<file path="config.mk">
export PLATFORM = sky130hd
export DESIGN_NAME = esc_telemetry_frame_decoder_core
export DESIGN_NICKNAME = d
export VERILOG_FILES = /design/src/hw/rtl/esctlm_pkg.sv /design/src/hw/rtl/esc_telemetry_frame_decoder_core.sv /design/src/hw/rtl/esctlm_in_stage.sv /design/src/hw/rtl/esctlm_frame_core.sv /design/src/hw/rtl/esctlm_out_stage.sv
export SDC_FILE = /design/constraint.sdc
export NUM_CORES = 1
export LEC_CHECK = 0
export BUFFER_PORTS_ARGS = -buffer_cell sky130_fd_sc_hd__buf_2
export CORE_ASPECT_RATIO = 0.9
export CORE_MARGIN = 5
export CORE_UTILIZATION = 35
export CTS_CLUSTER_DIAMETER = 60
export DETAILED_ROUTE_END_ITERATION = 7
export SYNTH_ARGS = -nofsm -noshare
export SYNTH_HDL_FRONTEND = slang
export SYNTH_SLANG_ARGS = --single-unit
</file>
<file path="constraint.sdc">
create_clock -name clk -period 14.7 [get_ports clk]
set_clock_uncertainty 0.2 [all_clocks]
set_input_delay 2.205 -clock clk [delete_from_list [all_inputs] [get_ports clk]]
set_output_delay 2.205 -clock clk [all_outputs]
set_load 0.005 [all_outputs]
</file>
<file path="src/hw/rtl/esctlm_pkg.sv">
// Shared types, constants and the CRC-8 step function for the telemetry frame decoder.
package esctlm_pkg;

    localparam int FRAME_BYTES  = 10;
    localparam int COUNTER_BITS = 32;
    localparam int FILL_BITS    = $clog2(FRAME_BYTES + 1);
    localparam int STORE_BYTES  = FRAME_BYTES - 1;
    localparam int ERPM_BITS    = 23;
    localparam int VIEW_BITS    = 32;

    localparam logic [7:0] CRC_POLY = 8'h07;
    localparam logic [ERPM_BITS-1:0] ERPM_SCALE = ERPM_BITS'(100);
    localparam logic [FILL_BITS-1:0] FILL_IDLE = FILL_BITS'(FRAME_BYTES);
    localparam logic [FILL_BITS-1:0] FILL_LAST = FILL_BITS'(FRAME_BYTES - 1);
    localparam logic [VIEW_BITS-1:0] CNT_VIEW_MASK =
        VIEW_BITS'((65'd1 << COUNTER_BITS) - 65'd1);

    typedef enum logic [2:0] {
        ST_STORED  = 3'd0,
        ST_GOOD    = 3'd1,
        ST_CRC_ERR = 3'd2,
        ST_OVERRUN = 3'd3,
        ST_ARMED   = 3'd4
    } status_t;

    typedef struct packed {
        logic       command;
        logic [7:0] data_byte;
    } item_t;

    typedef struct packed {
        status_t                status;
        logic [7:0]             temperature_c;
        logic [15:0]            voltage_centivolts;
        logic [15:0]            current_centiamps;
        logic [15:0]            consumption_mah;
        logic [ERPM_BITS-1:0]   electrical_rpm;
        logic [VIEW_BITS-1:0]   good_frames;
        logic [VIEW_BITS-1:0]   bad_frames;
        logic [VIEW_BITS-1:0]   overrun_bytes;
    } result_t;

    typedef struct packed {
        logic advance;
    } pipe_ctrl_t;

    function automatic logic [7:0] crc8_step(input logic [7:0] crc, input logic [7:0] data);
        logic [7:0] c;
        c = crc ^ data;
        for (int k = 0; k < 8; k++)
        begin
            if (c[7])
            begin
                c = {c[6:0], 1'b0} ^ CRC_POLY;
            end
            else
            begin
                c = {c[6:0], 1'b0};
            end
        end
        return c;
    endfunction

endpackage

</file>
<file path="src/hw/rtl/esc_telemetry_frame_decoder_core.sv">
// Top level of the telemetry frame decoder with CRC-8 check.
// Each request is either an arm command or one telemetry byte. A request is taken every cycle
// when the result side keeps up. It is held in the input register, where the frame logic works
// on it, and its result is then loaded into the result register, which drives the outputs. The
// CRC-8 update, byte store and counter increment for a byte are made at the same edge that loads
// that result. A stall on the result side holds the request in the input register and stalls the
// input once that register is full. After reset the block is idle and counts data bytes as
// overruns until the first arm. A frame is ten bytes; the tenth is compared with the running CRC
// of the first nine, and the decoded fields are nonzero only on a good frame. Counters wrap.
module esc_telemetry_frame_decoder_core
    import esctlm_pkg::*;
(
    input  logic                 clk,
    input  logic                 rst_n,
    input  logic                 req_valid,
    output logic                 req_stall,
    input  logic                 command,
    input  logic [7:0]           data_byte,
    output logic                 res_valid,
    input  logic                 res_stall,
    output logic [2:0]           status,
    output logic [7:0]           temperature_c,
    output logic [15:0]          voltage_centivolts,
    output logic [15:0]          current_centiamps,
    output logic [15:0]          consumption_mah,
    output logic [ERPM_BITS-1:0] electrical_rpm,
    output logic [VIEW_BITS-1:0] good_frames,
    output logic [VIEW_BITS-1:0] bad_frames,
    output logic [VIEW_BITS-1:0] overrun_bytes
);

    item_t      req_item;
    item_t      item;
    logic       item_valid;
    pipe_ctrl_t ctrl;
    result_t    result_next;
    result_t    result;

    assign req_item.command   = command;
    assign req_item.data_byte = data_byte;

    esctlm_in_stage u_in_stage (
        .clk        (clk),
        .rst_n      (rst_n),
        .req_valid  (req_valid),
        .req_stall  (req_stall),
        .req_item   (req_item),
        .ctrl       (ctrl),
        .item_valid (item_valid),
        .item       (item)
    );

    esctlm_frame_core u_frame_core (
        .clk    (clk),
        .rst_n  (rst_n),
        .ctrl   (ctrl),
        .item   (item),
        .result (result_next)
    );

    esctlm_out_stage u_out_stage (
        .clk        (clk),
        .rst_n      (rst_n),
        .item_valid (item_valid),
        .result_in  (result_next),
        .ctrl       (ctrl),
        .res_valid  (res_valid),
        .res_stall  (res_stall),
        .result_out (result)
    );

    assign status             = result.status;
    assign temperature_c      = result.temperature_c;
    assign voltage_centivolts = result.voltage_centivolts;
    assign current_centiamps  = result.current_centiamps;
    assign consumption_mah    = result.consumption_mah;
    assign electrical_rpm     = result.electrical_rpm;
    assign good_frames        = result.good_frames;
    assign bad_frames         = result.bad_frames;
    assign overrun_bytes      = result.overrun_bytes;

endmodule

</file>
<file path="src/hw/rtl/esctlm_in_stage.sv">
// Input register stage that holds one request ahead of the frame logic.
module esctlm_in_stage
    import esctlm_pkg::*;
(
    input  logic       clk,
    input  logic       rst_n,
    input  logic       req_valid,
    output logic       req_stall,
    input  item_t      req_item,
    input  pipe_ctrl_t ctrl,
    output logic       item_valid,
    output item_t      item
);

    logic  item_valid_reg;
    logic  item_valid_next;
    item_t item_reg;
    logic  load;

    assign load            = !item_valid_reg || ctrl.advance;
    assign req_stall       = !load;
    assign item_valid_next = load ? req_valid : item_valid_reg;

    always_ff @(posedge clk or negedge rst_n)
    begin
        if (!rst_n)
        begin
            item_valid_reg <= 1'b0;
        end
        else
        begin
            item_valid_reg <= item_valid_next;
        end
    end

    always_ff @(posedge clk)
    begin
        if (load && req_valid)
        begin
            item_reg <= req_item;
        end
    end

    assign item_valid = item_valid_reg;
    assign item       = item_reg;

endmodule

</file>
<file path="src/hw/rtl/esctlm_frame_core.sv">
// Frame state, running CRC, counters and field decode for one request per cycle while the pipeline advances.
module esctlm_frame_core
    import esctlm_pkg::*;
(
    input  logic       clk,
    input  logic       rst_n,
    input  pipe_ctrl_t ctrl,
    input  item_t      item,
    output result_t    result
);

    logic [7:0]              store_reg [STORE_BYTES];
    logic [FILL_BITS-1:0]    fill_reg;
    logic [FILL_BITS-1:0]    fill_next;
    logic [7:0]              crc_reg;
    logic [7:0]              crc_next;
    logic [COUNTER_BITS-1:0] good_reg;
    logic [COUNTER_BITS-1:0] good_next;
    logic [COUNTER_BITS-1:0] bad_reg;
    logic [COUNTER_BITS-1:0] bad_next;
    logic [COUNTER_BITS-1:0] overrun_reg;
    logic [COUNTER_BITS-1:0] overrun_next;
    logic                    store_we;
    logic [15:0]             rpm_raw;

    assign rpm_raw = {store_reg[7], store_reg[8]};

    always_comb
    begin
        fill_next    = fill_reg;
        crc_next     = crc_reg;
        good_next    = good_reg;
        bad_next     = bad_reg;
        overrun_next = overrun_reg;
        store_we     = 1'b0;
        result       = '0;

        if (item.command)
        begin
            fill_next     = '0;
            crc_next      = '0;
            result.status = ST_ARMED;
        end
        else if (fill_reg >= FILL_IDLE)
        begin
            overrun_next  = overrun_reg + 1'b1;
            result.status = ST_OVERRUN;
        end
        else if (fill_reg != FILL_LAST)
        begin
            store_we      = 1'b1;
            crc_next      = crc8_step(crc_reg, item.data_byte);
            fill_next     = fill_reg + 1'b1;
            result.status = ST_STORED;
        end
        else
        begin
            fill_next = '0;
            crc_next  = '0;
            if (crc_reg == item.data_byte)
            begin
                good_next                 = good_reg + 1'b1;
                result.status             = ST_GOOD;
                result.temperature_c      = store_reg[0];
                result.voltage_centivolts = {store_reg[1], store_reg[2]};
                result.current_centiamps  = {store_reg[3], store_reg[4]};
                result.consumption_mah    = {store_reg[5], store_reg[6]};
                result.electrical_rpm     = ERPM_BITS'(rpm_raw) * ERPM_SCALE;
            end
            else
            begin
                bad_next      = bad_reg + 1'b1;
                result.status = ST_CRC_ERR;
            end
        end

        result.good_frames   = VIEW_BITS'(good_next);
        result.bad_frames    = VIEW_BITS'(bad_next);
        result.overrun_bytes = VIEW_BITS'(overrun_next);
    end

    always_ff @(posedge clk or negedge rst_n)
    begin
        if (!rst_n)
        begin
            fill_reg    <= FILL_IDLE;
            crc_reg     <= '0;
            good_reg    <= '0;
            bad_reg     <= '0;
            overrun_reg <= '0;
        end
        else if (ctrl.advance)
        begin
            fill_reg    <= fill_next;
            crc_reg     <= crc_next;
            good_reg    <= good_next;
            bad_reg     <= bad_next;
            overrun_reg <= overrun_next;
        end
    end

    always_ff @(posedge clk)
    begin
        if (ctrl.advance && store_we)
        begin
            store_reg[fill_reg[FILL_BITS-1:0]] <= item.data_byte;
        end
    end

endmodule

</file>
<file path="src/hw/rtl/esctlm_out_stage.sv">
// Result register and the advance control shared by the pipeline.
module esctlm_out_stage
    import esctlm_pkg::*;
(
    input  logic       clk,
    input  logic       rst_n,
    input  logic       item_valid,
    input  result_t    result_in,
    output pipe_ctrl_t ctrl,
    output logic       res_valid,
    input  logic       res_stall,
    output result_t    result_out
);

    logic    res_valid_reg;
    logic    res_valid_next;
    result_t result_reg;
    logic    slot_free;

    assign slot_free      = !res_valid_reg || !res_stall;
    assign ctrl.advance   = item_valid && slot_free;
    assign res_valid_next = slot_free ? item_valid : res_valid_reg;

    always_ff @(posedge clk or negedge rst_n)
    begin
        if (!rst_n)
        begin
            res_valid_reg <= 1'b0;
        end
        else
        begin
            res_valid_reg <= res_valid_next;
        end
    end

    always_ff @(posedge clk)
    begin
        if (ctrl.advance)
        begin
            result_reg <= result_in;
        end
    end

    assign res_valid  = res_valid_reg;
    assign result_out = result_reg;

endmodule

</file>
==> results.md <==
* Outcome: finished, final reports clean
* Ys async rst share at between 20 and 30%
* Final Setup Violations at 0
* Setup bufs post-CTS at 0
* Area contributors post-synth: edfxtp_1 (46%), dfrtp_1 (16%), xor2_1 (5.9%), xnor2_1 (5.5%), ha_1 (4.4%)
* First-pass GRT wire length at 57400 um
* Critical Path RT at roughly 12000 ps
* Post-synth top area share at 46.4%
* Fillcell total at between 4000 and 5000
* Ys flop type: edfxtp_1
* Hold depth at 1
* Post-synth EDFFs at between 200 and 300
* Period utilisation layout at ~34%
* Largest net degree at the start of global routing at 70
* Total CTS buffers at 43
* Most frequent cells after synthesis: edfxtp_1 (257), nor2_1 (119), xor2_1 (112)
* Relative slew slack at between 20% and 30%
* FF-to-FF Start: u_in_stage.item[5]
* Top cell type by total area after synthesis: edfxtp_1
* Vias at 10100
* Initial core utilization at between 30% and 40%
* Max reg flops at 120
* Hold buffers post-CTS at 0
* Startpoint types: primary input
* Register area share after synthesis at 63.0%
* Routed WL at 36300 um
* F_max at 201 MHz
* Drt drc at 0
* FF-to-FF End: u_out_stage.result_out[71]
* Mux share of post-synthesis cell area at 0.136%
* PortBufs at between 150 and 200
* Global route total overflow at 0
* Reg2reg setup slack at 10310 ps
* Final instance area at 19600 sq um
* Setup WS post-layout at 9720 ps
* CTS Buffer Depth at 3
* DP HPWL at 24400 um
* Diode count at 0
* Io pins at between 150 and 200
* Final hold viol count at 0
* Adder-cell area share of the yosys netlist at 5.69%
* Depth of the CTS H-tree at 2
* Simple-gate share of the synthesized area at 14.5%
* Area growth from synthesis to layout at 18.0%
* ANT nets after route at 0
* Slew @ Worst Pin at ~1200 ps
* DP Area at 18200 sq um
* Reg2reg path depth at 8
* Final slew viol count at 0
* CTS root buf: clkbuf_16
* Iter 0 DRT Violations at 610
* Util after Layout at 41.9%
* Worst Setup SP: res_stall
* Peak supply drop at 0.0725 mV
* PostCTS Resize Cnt at 0
* DR vias/cell at 4.76
* Min-delay worst type: flip-flop to flip-flop
* Setup repair after global routing missed its margin: false
* Chip width at 240 um
* Fin crit period at 4980 ps
* Drt pass-1 iters at 6
* Count leader, synth: edfxtp_1
* WS Path Type: primary input to primary output
* Max-cap check violation count at 0
* Synth Area per Inst at 13.0 sq um
* DIE AREA at roughly 52000 sq um
* Number of synthesized register bits at 367
* Die Y at approximately 220 um
* Pwr dens at roughly 130 nW/um^2
* XOR/XNOR Fraction of Synth Area at around an eighth
* Worst setup EP type: primary output
* Cell Rows at 75
* Nets at 1555
* Vias in the first global route at 10200
* Core footprint at 46800 sq um
* Tot GR Track Use at between 10% and 20%
* Initial antenna violation count at 0
* CTS tree: built
* Reg clk slew, reported paths at 60 ps
* Sink Count at 367
* Routability cong. at 0.785
* CP Data Arrival Time at 2580 ps
* Pre-CTS setup slack at 9420 ps
* CP endpoint: req_stall
* Layout cells sized above 1 at roughly a fifth
* Final TNS setup at 0 ps
* Post-synthesis compound-gate area fraction at 2.27%
* Leakage power at 8.63 nW
* WL/cell at 17.1 um
* Largest family of logic cells by synthesized area: simple AND/OR/NAND/NOR gates
* Yosys cell types at 63
* Worst-path fanout max at 3
* Syn Inst Count at 1283
* Tot Pwr at 0.00251 W
* Clk_lat worst skew at about 570 ps
* Post-Syn Area at about 17000 sq um
* Yosys Warn Count at 0
-- cell families (layout without fill, tap and decap cells) --
family | after synthesis | count (layout)
AOI/OAI and AO/OA | 59 | 59
xor gates and xnor gates | 220 | 220
adders and majority gates | 69 | 69
buffers and inverters | 102 | 326
DFF | 367 | 367
muxes | 2 | 2
other | 1 | 2
and+or+nand+nor | 463 | 463
-- cell type report --
type	instances	area, sq um	share of cell area, %
clock buffers	57	1170	5.97
clock inverters	23	265	1.35
inverters	50	195	0.995
multi-input cells	815	5740	29.3
flip-flops and latches	367	10500	53.4
well taps	616	771	3.93
repair buffers	196	998	5.09
-- report_power, final --
| group | total [W] | internal [W] | leakage [nW] | switching (W) |
|---|---|---|---|---|
| clock network | 0.00108 | 0.000652 | 0.695 | 0.000425 |
| registers | 0.00121 | 0.00117 | 3.98 | 0.0000404 |
| logic | 0.000216 | 0.0000874 | 3.95 | 0.000128 |
| total | 0.00251 | 0.00191 | 8.63 | 0.000594 |
-- metal layers --
metal	share of wire [%]	GRT usage (%)
met5	0	0
met2	46	21.8
met4	2.5	4.68
met1	46	19.1
met3	5.1	2.96
-- placed cells by master, fill, tap and decap left out, drive strengths merged, types with 5 or more instances in the layout --
master / count
edfxtp: 257
xnor2: 106
ha: 58
and3: 74
and4: 12
nand4: 31
a21oi: 11
buf: 196
a21o: 8
fa: 11
bufinv: 5
nor3: 32
nand2b: 8
xor2: 112
clkinv: 13
dfrtp: 108
or3: 5
nand3: 48
and2: 9
clkbuf: 57
nand2: 106
or2: 5
inv: 54
o21ai: 22
nor2: 123
-- worst max-delay path, cell delays in order --
cell and delay [ps]:
buf_2 120, nand3_1 100, inv_1 40, buf_2 120
-- worst min-delay path by stage --
stage / slack [ps] / to / startpoint
CTS: 290 / u_out_stage.res_valid / u_in_stage.item_valid
detailed placement: 280 / u_out_stage.res_valid / u_in_stage.item_valid
global route: 320 / u_frame_core.bad_reg[31] / u_frame_core.bad_reg[31]
global placement: 260 / u_out_stage.res_valid / u_in_stage.item_valid
floorplan: 240 / u_out_stage.res_valid / u_in_stage.item_valid
finish: 290 / u_out_stage.res_valid / u_in_stage.item_valid
-- stage by stage --
step	instances	hold slack [ps]
after CTS	2124	290
after global placement	2044	256
after detailed placement	2044	275
after global routing	2124	315
final	2124	291
after floorplan	1284	241
Power figures use the tool's default switching activity.
